$ cat src/hw/rtl/dmc_pkg.sv
package dmc_pkg;

    localparam int DEF_MAX_COLUMNS = 16;
    localparam int DEF_MAX_ROWS    = 16;

    localparam int COORD_W = 4;
    localparam int CFG_W   = 5;

    localparam logic [CFG_W-1:0] GRID_COLUMNS_RESET = 5'd9;
    localparam logic [CFG_W-1:0] GRID_ROWS_RESET    = 5'd5;

    // configuration register indexes
    localparam logic REG_GRID_COLUMNS = 1'b0;
    localparam logic REG_GRID_ROWS    = 1'b1;

    // request kinds
    localparam logic REQ_START = 1'b0;
    localparam logic REQ_STEP  = 1'b1;

    // result actions
    localparam logic [1:0] ACT_START     = 2'd0;
    localparam logic [1:0] ACT_CARVE     = 2'd1;
    localparam logic [1:0] ACT_BACKTRACK = 2'd2;
    localparam logic [1:0] ACT_IDLE      = 2'd3;

    // directions
    localparam logic [1:0] DIR_UP    = 2'd0;
    localparam logic [1:0] DIR_RIGHT = 2'd1;
    localparam logic [1:0] DIR_DOWN  = 2'd2;
    localparam logic [1:0] DIR_LEFT  = 2'd3;

    typedef logic [3:0][1:0] t_order;

    localparam t_order BASE_ORDER = {DIR_LEFT, DIR_DOWN, DIR_RIGHT, DIR_UP};

    typedef struct packed {
        logic [0:0] req_type;
        logic [1:0] pick_of_four;
        logic [1:0] pick_of_three;
        logic [0:0] pick_of_two;
    } t_in_item;

    typedef struct packed {
        logic [1:0]         action;
        logic [COORD_W-1:0] from_col;
        logic [COORD_W-1:0] from_row;
        logic [1:0]         carve_dir;
        logic [COORD_W-1:0] to_col;
        logic [COORD_W-1:0] to_row;
        logic [0:0]         maze_done;
    } t_out_item;

    typedef enum logic [1:0] {
        STK_HOLD,
        STK_PUSH,
        STK_POP,
        STK_INIT
    } t_stk_op;

    typedef struct packed {
        t_stk_op op;
        logic    peek;
    } t_stk_req;

    typedef struct packed {
        logic rd_en;
        logic wr_en;
        logic clear;
    } t_vis_req;

    typedef enum logic [2:0] {
        S_IDLE,
        S_CLEAR,
        S_TOP,
        S_ROW2,
        S_DECIDE,
        S_FINISH
    } t_state;

    // fisher-yates shuffle of the four directions, swap positions 3, 2, 1
    function automatic t_order shuffle_dirs(logic [1:0] p4, logic [1:0] p3, logic p2);
        t_order     o;
        logic [1:0] t;
        logic [1:0] s3;
        logic [1:0] s2;
        o  = BASE_ORDER;
        t     = o[3];
        o[3]  = o[p4];
        o[p4] = t;
        s3    = (p3 == 2'd3) ? 2'd0 : p3;
        t     = o[2];
        o[2]  = o[s3];
        o[s3] = t;
        s2    = {1'b0, p2};
        t     = o[1];
        o[1]  = o[s2];
        o[s2] = t;
        return o;
    endfunction

endpackage

$ cat src/hw/rtl/dmc_visited.sv
module dmc_visited import dmc_pkg::*; #(
    parameter int MAX_COLUMNS = DEF_MAX_COLUMNS,
    parameter int MAX_ROWS    = DEF_MAX_ROWS,
    localparam int ROW_W      = $clog2(MAX_ROWS)
) (
    input  logic                   i_clk,
    input  logic                   i_rst_n,
    input  t_vis_req               i_req,
    input  logic [ROW_W-1:0]       i_rd_addr_a,
    input  logic [ROW_W-1:0]       i_rd_addr_b,
    input  logic [ROW_W-1:0]       i_wr_addr,
    input  logic [MAX_COLUMNS-1:0] i_wr_data,
    output logic [MAX_COLUMNS-1:0] o_rd_data_a,
    output logic [MAX_COLUMNS-1:0] o_rd_data_b,
    output logic                   o_clear_busy
);

    // one word per grid row, one bit per column
    localparam logic [MAX_COLUMNS-1:0] SEED_ROW = MAX_COLUMNS'(1);
    localparam logic [ROW_W-1:0]       LAST_ROW = ROW_W'(MAX_ROWS - 1);

    logic [MAX_COLUMNS-1:0] mem [MAX_ROWS];
    logic [MAX_COLUMNS-1:0] r_rd_a;
    logic [MAX_COLUMNS-1:0] r_rd_b;
    logic                   r_clr_busy;
    logic [ROW_W-1:0]       r_clr_row;

    always_ff @(posedge i_clk) begin
        if (!i_rst_n) begin
            r_clr_busy <= 1'b0;
            r_clr_row  <= '0;
        end else if (i_req.clear) begin
            r_clr_busy <= 1'b1;
            r_clr_row  <= '0;
        end else if (r_clr_busy) begin
            r_clr_row <= r_clr_row + ROW_W'(1);
            if (r_clr_row == LAST_ROW) begin
                r_clr_busy <= 1'b0;
            end
        end
    end

    // clearing sweep leaves only the start cell marked
    always_ff @(posedge i_clk) begin
        if (r_clr_busy) begin
            mem[r_clr_row] <= (r_clr_row == '0) ? SEED_ROW : '0;
        end else if (i_req.wr_en) begin
            mem[i_wr_addr] <= i_wr_data;
        end
    end

    always_ff @(posedge i_clk) begin
        if (i_req.rd_en) begin
            r_rd_a <= mem[i_rd_addr_a];
            r_rd_b <= mem[i_rd_addr_b];
        end
    end

    assign o_rd_data_a  = r_rd_a;
    assign o_rd_data_b  = r_rd_b;
    assign o_clear_busy = r_clr_busy;

endmodule

$ cat src/hw/rtl/dmc_stack.sv
module dmc_stack import dmc_pkg::*; #(
    parameter int MAX_COLUMNS = DEF_MAX_COLUMNS,
    parameter int MAX_ROWS    = DEF_MAX_ROWS,
    localparam int CELL_W     = $clog2(MAX_COLUMNS) + $clog2(MAX_ROWS)
) (
    input  logic              i_clk,
    input  logic              i_rst_n,
    input  t_stk_req          i_req,
    input  logic [CELL_W-1:0] i_push_cell,
    output logic [CELL_W-1:0] o_top_cell,
    output logic              o_empty,
    output logic              o_last
);

    localparam int TOTAL  = MAX_COLUMNS * MAX_ROWS;
    localparam int SIDX_W = $clog2(TOTAL);
    localparam int CNT_W  = $clog2(TOTAL + 1);

    logic [CELL_W-1:0] mem [TOTAL];
    logic [CELL_W-1:0] r_top;
    logic [CNT_W-1:0]  r_count;
    logic [CNT_W-1:0]  w_top_pos;
    logic              w_has_room;

    assign w_top_pos  = r_count - CNT_W'(1);
    assign w_has_room = (r_count < CNT_W'(TOTAL));

    always_ff @(posedge i_clk) begin
        if (!i_rst_n) begin
            r_count <= '0;
        end else begin
            unique case (i_req.op)
                STK_HOLD: r_count <= r_count;
                STK_PUSH: begin
                    if (w_has_room) begin
                        r_count <= r_count + CNT_W'(1);
                    end
                end
                STK_POP:  r_count <= w_top_pos;
                STK_INIT: r_count <= CNT_W'(1);
            endcase
        end
    end

    always_ff @(posedge i_clk) begin
        if (i_req.op == STK_PUSH && w_has_room) begin
            mem[r_count[SIDX_W-1:0]] <= i_push_cell;
        end else if (i_req.op == STK_INIT) begin
            mem[SIDX_W'(0)] <= '0;
        end
    end

    always_ff @(posedge i_clk) begin
        if (i_req.peek) begin
            r_top <= mem[w_top_pos[SIDX_W-1:0]];
        end
    end

    assign o_top_cell = r_top;
    assign o_empty    = (r_count == '0);
    assign o_last     = (r_count == CNT_W'(1));

`ifndef SYNTHESIS
    a_push_count: assert property (@(posedge i_clk) disable iff (!i_rst_n)
        (i_req.op == STK_PUSH && w_has_room) |=> r_count == $past(r_count) + CNT_W'(1))
        else $error("push did not grow the stack");

    a_pop_nonempty: assert property (@(posedge i_clk) disable iff (!i_rst_n)
        (i_req.op == STK_POP) |-> r_count != '0)
        else $error("pop on empty stack");

    a_peek_nonempty: assert property (@(posedge i_clk) disable iff (!i_rst_n)
        i_req.peek |-> r_count != '0)
        else $error("peek on empty stack");
`endif

endmodule

$ cat src/hw/rtl/dfs_maze_carver_top.sv
// channel  | valid        | stall        | payload
// ---------+--------------+--------------+---------------------
// input    | i_in_valid   | o_in_stall   | i_in_data  (t_in_item)
// output   | o_out_valid  | i_out_stall  | o_out_data (t_out_item)
// config   | i_cfg_we     | none         | i_cfg_idx, i_cfg_data
//
// a search step runs accept, stack top read, visited row reads in S_TOP and S_ROW2
// (the row memory has two read ports, three rows are needed), then decide and write
// back; an idle step goes from accept straight to S_FINISH
// a start waits in S_CLEAR for the row-by-row clearing pass of the visited memory
// synchronous active-low reset; no clearing pass after reset, the stack starts empty
// a result waits in the output register under stall; the next item is taken
// meanwhile and holds in its last state until the output register frees
module dfs_maze_carver_top import dmc_pkg::*; #(
    parameter int MAX_COLUMNS = DEF_MAX_COLUMNS,
    parameter int MAX_ROWS    = DEF_MAX_ROWS
) (
    input  logic             i_clk,
    input  logic             i_rst_n,
    input  logic             i_in_valid,
    output logic             o_in_stall,
    input  t_in_item         i_in_data,
    output logic             o_out_valid,
    input  logic             i_out_stall,
    output t_out_item        o_out_data,
    input  logic             i_cfg_we,
    input  logic             i_cfg_idx,
    input  logic [CFG_W-1:0] i_cfg_data
);

    localparam int COL_W  = $clog2(MAX_COLUMNS);
    localparam int ROW_W  = $clog2(MAX_ROWS);
    localparam int CELL_W = COL_W + ROW_W;
    localparam int CDIM_W = $clog2(MAX_COLUMNS + 1);
    localparam int RDIM_W = $clog2(MAX_ROWS + 1);

    t_state                 r_state;
    t_state                 n_state;
    logic [CFG_W-1:0]       r_grid_columns;
    logic [CFG_W-1:0]       r_grid_rows;
    t_in_item               r_in;
    logic [MAX_COLUMNS-1:0] r_row_cur;
    logic                   r_out_valid;
    t_out_item              r_out_data;
    logic                   n_out_load;
    t_out_item              n_out_data;

    t_stk_req               w_stk_req;
    logic [CELL_W-1:0]      w_push_cell;
    logic [CELL_W-1:0]      w_top;
    logic                   w_stk_empty;
    logic                   w_stk_last;

    t_vis_req               w_vis_req;
    logic [ROW_W-1:0]       w_rd_addr_a;
    logic [ROW_W-1:0]       w_rd_addr_b;
    logic [ROW_W-1:0]       w_wr_addr;
    logic [MAX_COLUMNS-1:0] w_wr_row;
    logic [MAX_COLUMNS-1:0] w_row_dn;
    logic [MAX_COLUMNS-1:0] w_row_up;
    logic                   w_vis_busy;

    logic                   w_accept;
    logic                   w_out_free;
    logic [CDIM_W-1:0]      w_cols;
    logic [RDIM_W-1:0]      w_rows;
    logic [COL_W-1:0]       w_cx;
    logic [ROW_W-1:0]       w_cy;
    logic [CDIM_W-1:0]      w_cx_e;
    logic [RDIM_W-1:0]      w_cy_e;
    logic [RDIM_W-1:0]      w_cy_p1;
    logic [ROW_W-1:0]       w_up_addr;
    logic [ROW_W-1:0]       w_dn_addr;
    logic [CDIM_W-1:0]      w_nx [4];
    logic [RDIM_W-1:0]      w_ny [4];
    logic                   w_ok [4];
    logic [MAX_COLUMNS-1:0] w_row [4];
    logic [3:0]             w_free;
    t_order                 w_order;
    logic                   w_found;
    logic [1:0]             w_dir;

    function automatic logic free_cell(logic ok, logic [CDIM_W-1:0] nx,
                                       logic [RDIM_W-1:0] ny, logic [CDIM_W-1:0] cols,
                                       logic [RDIM_W-1:0] rows,
                                       logic [MAX_COLUMNS-1:0] row);
        logic [MAX_COLUMNS-1:0] shifted;
        shifted = row >> nx;
        return ok && (nx < cols) && (ny < rows) && !shifted[0];
    endfunction

    assign w_accept   = i_in_valid && !o_in_stall;
    assign w_out_free = !r_out_valid || !i_out_stall;

    // configuration
    always_ff @(posedge i_clk) begin
        if (!i_rst_n) begin
            r_grid_columns <= GRID_COLUMNS_RESET;
            r_grid_rows    <= GRID_ROWS_RESET;
        end else if (i_cfg_we) begin
            unique case (i_cfg_idx)
                REG_GRID_COLUMNS: r_grid_columns <= i_cfg_data;
                REG_GRID_ROWS:    r_grid_rows    <= i_cfg_data;
            endcase
        end
    end

    // zero counts as one, large values saturate
    always_comb begin
        if (r_grid_columns == '0) begin
            w_cols = CDIM_W'(1);
        end else if (32'(r_grid_columns) > 32'(MAX_COLUMNS)) begin
            w_cols = CDIM_W'(MAX_COLUMNS);
        end else begin
            w_cols = CDIM_W'(r_grid_columns);
        end
        if (r_grid_rows == '0) begin
            w_rows = RDIM_W'(1);
        end else if (32'(r_grid_rows) > 32'(MAX_ROWS)) begin
            w_rows = RDIM_W'(MAX_ROWS);
        end else begin
            w_rows = RDIM_W'(r_grid_rows);
        end
    end

    // neighbours of the top cell
    assign w_cx      = w_top[COL_W-1:0];
    assign w_cy      = w_top[CELL_W-1:COL_W];
    assign w_cx_e    = CDIM_W'(w_cx);
    assign w_cy_e    = RDIM_W'(w_cy);
    assign w_cy_p1   = w_cy_e + RDIM_W'(1);
    assign w_up_addr = (w_cy != '0) ? (w_cy - ROW_W'(1)) : w_cy;
    assign w_dn_addr = (w_cy_p1 < RDIM_W'(MAX_ROWS)) ? ROW_W'(w_cy_p1) : w_cy;

    always_comb begin
        w_nx[DIR_UP]    = w_cx_e;
        w_ny[DIR_UP]    = w_cy_e - RDIM_W'(1);
        w_ok[DIR_UP]    = (w_cy != '0);
        w_row[DIR_UP]   = w_row_up;
        w_nx[DIR_RIGHT]  = w_cx_e + CDIM_W'(1);
        w_ny[DIR_RIGHT]  = w_cy_e;
        w_ok[DIR_RIGHT]  = 1'b1;
        w_row[DIR_RIGHT] = r_row_cur;
        w_nx[DIR_DOWN]  = w_cx_e;
        w_ny[DIR_DOWN]  = w_cy_p1;
        w_ok[DIR_DOWN]  = 1'b1;
        w_row[DIR_DOWN] = w_row_dn;
        w_nx[DIR_LEFT]  = w_cx_e - CDIM_W'(1);
        w_ny[DIR_LEFT]  = w_cy_e;
        w_ok[DIR_LEFT]  = (w_cx != '0);
        w_row[DIR_LEFT] = r_row_cur;
    end

    always_comb begin
        w_free[DIR_UP]    = free_cell(w_ok[DIR_UP], w_nx[DIR_UP], w_ny[DIR_UP],
                                      w_cols, w_rows, w_row[DIR_UP]);
        w_free[DIR_RIGHT] = free_cell(w_ok[DIR_RIGHT], w_nx[DIR_RIGHT], w_ny[DIR_RIGHT],
                                      w_cols, w_rows, w_row[DIR_RIGHT]);
        w_free[DIR_DOWN]  = free_cell(w_ok[DIR_DOWN], w_nx[DIR_DOWN], w_ny[DIR_DOWN],
                                      w_cols, w_rows, w_row[DIR_DOWN]);
        w_free[DIR_LEFT]  = free_cell(w_ok[DIR_LEFT], w_nx[DIR_LEFT], w_ny[DIR_LEFT],
                                      w_cols, w_rows, w_row[DIR_LEFT]);
    end

    assign w_order = shuffle_dirs(r_in.pick_of_four, r_in.pick_of_three, r_in.pick_of_two[0]);

    // first free direction in shuffled order
    always_comb begin
        w_found = 1'b1;
        w_dir   = w_order[0];
        if (w_free[w_order[0]]) begin
            w_dir = w_order[0];
        end else if (w_free[w_order[1]]) begin
            w_dir = w_order[1];
        end else if (w_free[w_order[2]]) begin
            w_dir = w_order[2];
        end else if (w_free[w_order[3]]) begin
            w_dir = w_order[3];
        end else begin
            w_found = 1'b0;
        end
    end

    assign w_wr_addr   = ROW_W'(w_ny[w_dir]);
    assign w_wr_row    = w_row[w_dir] | (MAX_COLUMNS'(1) << w_nx[w_dir]);
    assign w_push_cell = {ROW_W'(w_ny[w_dir]), COL_W'(w_nx[w_dir])};

    always_ff @(posedge i_clk) begin
        if (!i_rst_n) begin
            r_state <= S_IDLE;
        end else begin
            r_state <= n_state;
        end
    end

    always_comb begin
        n_state     = r_state;
        o_in_stall  = 1'b1;
        w_stk_req   = '{op: STK_HOLD, peek: 1'b0};
        w_vis_req   = '0;
        w_rd_addr_a = w_cy;
        w_rd_addr_b = w_up_addr;
        n_out_load  = 1'b0;
        n_out_data  = '0;
        unique case (r_state)
            S_IDLE: begin
                o_in_stall = 1'b0;
                if (w_accept) begin
                    if (i_in_data.req_type == REQ_START) begin
                        w_vis_req.clear = 1'b1;
                        n_state         = S_CLEAR;
                    end else if (w_stk_empty) begin
                        n_state = S_FINISH;
                    end else begin
                        w_stk_req.peek = 1'b1;
                        n_state        = S_TOP;
                    end
                end
            end
            S_CLEAR: begin
                if (!w_vis_busy) begin
                    n_state = S_FINISH;
                end
            end
            S_TOP: begin
                w_vis_req.rd_en = 1'b1;
                n_state         = S_ROW2;
            end
            S_ROW2: begin
                w_vis_req.rd_en = 1'b1;
                w_rd_addr_a     = w_dn_addr;
                n_state         = S_DECIDE;
            end
            S_DECIDE: begin
                if (w_out_free) begin
                    n_out_load          = 1'b1;
                    n_out_data.from_col = COORD_W'(w_cx);
                    n_out_data.from_row = COORD_W'(w_cy);
                    if (w_found) begin
                        w_vis_req.wr_en      = 1'b1;
                        w_stk_req.op         = STK_PUSH;
                        n_out_data.action    = ACT_CARVE;
                        n_out_data.carve_dir = w_dir;
                        n_out_data.to_col    = COORD_W'(w_nx[w_dir]);
                        n_out_data.to_row    = COORD_W'(w_ny[w_dir]);
                    end else begin
                        w_stk_req.op         = STK_POP;
                        n_out_data.action    = ACT_BACKTRACK;
                        n_out_data.maze_done = w_stk_last;
                    end
                    n_state = S_IDLE;
                end
            end
            S_FINISH: begin
                if (w_out_free) begin
                    n_out_load = 1'b1;
                    if (r_in.req_type == REQ_START) begin
                        w_stk_req.op      = STK_INIT;
                        n_out_data.action = ACT_START;
                    end else begin
                        n_out_data.action    = ACT_IDLE;
                        n_out_data.maze_done = 1'b1;
                    end
                    n_state = S_IDLE;
                end
            end
        endcase
    end

    always_ff @(posedge i_clk) begin
        if (w_accept) begin
            r_in <= i_in_data;
        end
        if (r_state == S_ROW2) begin
            r_row_cur <= w_row_dn;
        end
        if (n_out_load) begin
            r_out_data <= n_out_data;
        end
    end

    always_ff @(posedge i_clk) begin
        if (!i_rst_n) begin
            r_out_valid <= 1'b0;
        end else if (n_out_load) begin
            r_out_valid <= 1'b1;
        end else if (!i_out_stall) begin
            r_out_valid <= 1'b0;
        end
    end

    assign o_out_valid = r_out_valid;
    assign o_out_data  = r_out_data;

    dmc_stack #(
        .MAX_COLUMNS (MAX_COLUMNS),
        .MAX_ROWS    (MAX_ROWS)
    ) u_stack (
        .i_clk       (i_clk),
        .i_rst_n     (i_rst_n),
        .i_req       (w_stk_req),
        .i_push_cell (w_push_cell),
        .o_top_cell  (w_top),
        .o_empty     (w_stk_empty),
        .o_last      (w_stk_last)
    );

    // port a carries the current row, then the row below; port b the row above
    dmc_visited #(
        .MAX_COLUMNS (MAX_COLUMNS),
        .MAX_ROWS    (MAX_ROWS)
    ) u_visited (
        .i_clk        (i_clk),
        .i_rst_n      (i_rst_n),
        .i_req        (w_vis_req),
        .i_rd_addr_a  (w_rd_addr_a),
        .i_rd_addr_b  (w_rd_addr_b),
        .i_wr_addr    (w_wr_addr),
        .i_wr_data    (w_wr_row),
        .o_rd_data_a  (w_row_dn),
        .o_rd_data_b  (w_row_up),
        .o_clear_busy (w_vis_busy)
    );

`ifndef SYNTHESIS
    a_clear_blocks_input: assert property (@(posedge i_clk) disable iff (!i_rst_n)
        w_vis_busy |-> o_in_stall)
        else $error("item taken during clearing pass");

    a_carve_moves: assert property (@(posedge i_clk) disable iff (!i_rst_n)
        (r_out_valid && r_out_data.action == ACT_CARVE) |->
        ((r_out_data.from_col != r_out_data.to_col) ||
         (r_out_data.from_row != r_out_data.to_row)))
        else $error("carve to the same cell");

    a_no_overwrite: assert property (@(posedge i_clk) disable iff (!i_rst_n)
        (r_out_valid && i_out_stall) |=> $stable(r_out_data))
        else $error("waiting result overwritten");
`endif

endmodule

$ cat config.mk
export PLATFORM = sky130hd
export DESIGN_NAME = dfs_maze_carver_top
export DESIGN_NICKNAME = d
export VERILOG_FILES = /design/src/hw/rtl/dmc_pkg.sv /design/src/hw/rtl/dmc_visited.sv /design/src/hw/rtl/dmc_stack.sv /design/src/hw/rtl/dfs_maze_carver_top.sv
export SDC_FILE = /design/constraint.sdc
export NUM_CORES = 2
export LEC_CHECK = 0
export ABC_AREA = 1
export BUFFER_PORTS_ARGS = -buffer_cell sky130_fd_sc_hd__buf_2
export CAP_MARGIN = 20
export CORE_MARGIN = 2
export CORE_UTILIZATION = 30
export CTS_BUF_LIST = sky130_fd_sc_hd__clkbuf_16
export CTS_CLUSTER_DIAMETER = 60
export CTS_CLUSTER_SIZE = 40
export DETAILED_ROUTE_END_ITERATION = 8
export PLACE_DENSITY_LB_ADDON = 0.08
export SETUP_SLACK_MARGIN = 0.2
export SYNTH_ARGS = -nofsm -noshare
export SYNTH_HDL_FRONTEND = slang
export SYNTH_HIERARCHICAL = 1
export SYNTH_SLANG_ARGS = --single-unit
$ cat constraint.sdc
create_clock -name i_clk -period 29.7 [get_ports i_clk]
set_input_delay 5.94 -clock i_clk [delete_from_list [all_inputs] [get_ports i_clk]]
set_output_delay 5.94 -clock i_clk [all_outputs]
set_load 0.02 [all_outputs]
==> results.yml <==
sta:
  hold_violations: 0
  setup-violations-final: 0
  slew_violations: 0
  tns_ns: 0
  max_freq_ghz: 0.0889
  relSlewSlack: 0.212
  period_share: 0.379
  layout_min_cycle_time_ns: 11.25
  rsz0062_at_grt: "false"
  skew_ns: 0.0984
  tightest_slew_ns: 1.17
detailed_routing:
  firstDrtPassIters: 6
  drtIter0Drc: 6649
  vias_per_cell: 5.03
  drt_wl_total_um: 356000
  wl_per_cell_um: 25.0
  vias: 71500
  drc_errors: 0
  ant_nets: 0
placed_design:
  dp_hpwl_um: 206000
  gp_congestion: 0.847
  io_buffers: 39
finish:
  layout_commonest_cell: "nand2_1"
  finalNetCount: 9488
  drive_gt1_frac: 0.0788
  layout_common_cells: "nand2_1 (2897), nand3_1 (2557), edfxtp_1 (2387)"
  fillers: 34700
  area_growth_pct: 12.3
yosys:
  muxShareOfSynthArea: 0.00153
  synthFlopType: "edfxtp_1"
  synth.net_count: 9676
  ys_types: 50
  syn_area_per_cell_sq_um: 10.8
  synth.yosys.warnings: 6
  synth_top_family_by_area: "simple AND/OR/NAND/NOR gates"
  yosysTopAreaCellShare: 0.687
  synthTopCellsByArea: "edfxtp_1 (69%), nand3_1 (12%), nand2_1 (10%), buf_2 (1.9%), inv_1 (1.5%)"
  syn_area_sq_um: 104000
  async_flop_share: 0
  synth_compound_area_frac: 0.00708
  synth_edf_count: 2387
  ys_ff_latch: 2415
  syn_inst: 9624
  synthSimpleGateAreaFrac: 0.247
  synth_xor_xnor_area_share: 0.00204
  synth_area_leader_cell: "edfxtp_1"
  synth-seq-area-share: 0.692
  yosys.area_share.adder: 0.00420
setup_path:
  cp_num_buf_inv: 8
  critical_path_peak_fanout: 57
  start_kind: "input port"
  crit_type: "input port to flip-flop"
  worst_setup_path_end_kind: "flip-flop"
  reg2reg_from: "u_stack/o_top_cell[1]"
  reg2reg_depth: 25
  critPathArrivalTime_ns: 11.86
  crit_family: "buffers and inverters"
  critPathMostFrequentCell: "buf_4"
  cp_cell_sequence: "buf_2, nand2_1, nand2_1, nor2_1, inv_1, nand2_1, nand2_1, inv_2, nor2_4, buf_4, buf_4, buf_4, buf_4, buf_4"
  critPathMaxStageDelay_ns: 0.84
  cpMaxStageDelayCell: "buf_4"
  crit_required_ns: 30.31
  startpoint: "i_out_stall"
  r2r_setup_slack_ns: 20.57
  worst_r2r_endpoint: "u_stack/mem[72][0]"
clocking:
  cts_tree: "yes"
  holdBufCountCts: 0
  clock-sinks: 2415
  clock_latency_ns: 0.94
  numCtsBuffers: 235
  cts_resized: 0
  clk_pin_slew_ns: 0.08
  clk_path_buf_depth: 4
  htreeDepth: 4
  cts_setup_buffers: 0
  cts_root_buf: "clkbuf_16"
global_routing:
  grt_max_degree: 201
  track_usage: 0.196
  grt_overflow: 0
  antenna_found_initial: 20
  grt_pass1_vias: 71000
  grt_pass1_wl_um: 510000
worst_hold_path:
  min_from: "u_visited/o_rd_data_a[3]"
  holdPathEnd: "r_row_cur[3]"
  hold_path_depth: 0
  hp-class: "flip-flop to flip-flop"
floorplanning:
  io_pins: 40
  start_util: 0.302
  row_count: 216
  die_area_sq_um: 353000
  die_w_um: 594
  die_h_um: 594
  core-area_sq_um: 346000
status:
  outcome: "finished, final reports clean"
run:
  maxCapViolCount: 0
layout make-up:
type                            instances  area, sq um  share of cell area
Multi-Input combinational cell       6145        27600               0.236
Clock buffer                          239         5980              0.0510
Sequential cell                      2415        72200               0.616
Timing Repair Buffer                  187         1490              0.0127
Clock inverter                        203         2350              0.0200
Inverter                              452         1740              0.0149
Antenna cell                            4         10.0           0.0000854
Tap cell                             4578         5730              0.0489
per-stage QoR:
step	cells	util	hold slack, ns	area (sq um)	worst slack, ns
floorplan	9624	-	0.422	104000	14.89
global placement	13800	0.314	0.433	109000	17.37
detailed placement	13800	0.314	0.436	109000	17.27
CTS	14200	0.338	0.453	117000	18.33
global route	14200	0.338	0.461	117000	18.02
finish	14200	0.338	0.458	117000	18.45
registers in the layout (all words and copies together) (netlist names), 4 cells and up:
signal / count
r_row_cur: 16
u_visited/r_clr_row: 4
u_visited/o_rd_data_b: 16
r_in: 6
u_visited/mem: 256
r_grid_rows: 5
u_stack/r_count: 9
u_stack/mem: 2048
u_stack/o_top_cell: 8
u_visited/o_rd_data_a: 16
r_grid_columns: 5
o_out_data: 21
cells by family after synthesis:
| group | count (synthesis) |
|---|---|
| simple gates | 5948 |
| flops | 2415 |
| buf+inv | 1064 |
| compound gates | 126 |
| fa+ha+maj | 35 |
| xor+xnor | 20 |
| mux | 16 |
routing by layer:
layer	global-route usage	routed length [um]
met5	0	18
met3	0.0247	18600
met4	0.0529	9790
met1	0.278	163000
met2	0.316	164000
worst max-delay path by stage:
| stage | endpoint | cells past startpoint |
|---|---|---|
| final | u_stack/mem[72][0] | 14 |
| after global routing | u_stack/mem[72][0] | 14 |
| after CTS | u_stack/mem[72][0] | 14 |
| after detailed placement | u_stack/mem[8][0] | 14 |
| after global placement | u_stack/mem[93][0] | 14 |
| after floorplan | u_stack/mem[0][0] | 11 |
cell usage after synthesis (2+ instances only):
master	number
o21ai_1	8
edfxtp_1	2387
nand2_1	2911
clkbuf_1	116
buf_2	396
ha_1	35
nor2_2	10
buf_4	53
xor2_1	13
inv_2	22
nand4_1	5
mux2i_1	16
a21oi_1	41
clkinv_1	2
nand2_4	5
nor4_1	3
xnor2_1	2
buf_8	2
nand3b_1	2
o211ai_1	9
dfxtp_1	28
nor3_1	10
nor2_4	2
or2_2	2
nor2_1	401
o21a_1	3
inv_1	427
buf_1	31
xor2_2	5
o21ai_0	46
buf_6	13
a221oi_1	2
a31oi_1	2
nand3_2	9
a211oi_1	3
o21ai_4	2
nand3_1	2558
a21oi_2	3
nand2_2	28
Power is not shown: default switching activity piles up to over one toggle a cycle in this logic, so the estimate is an artifact.
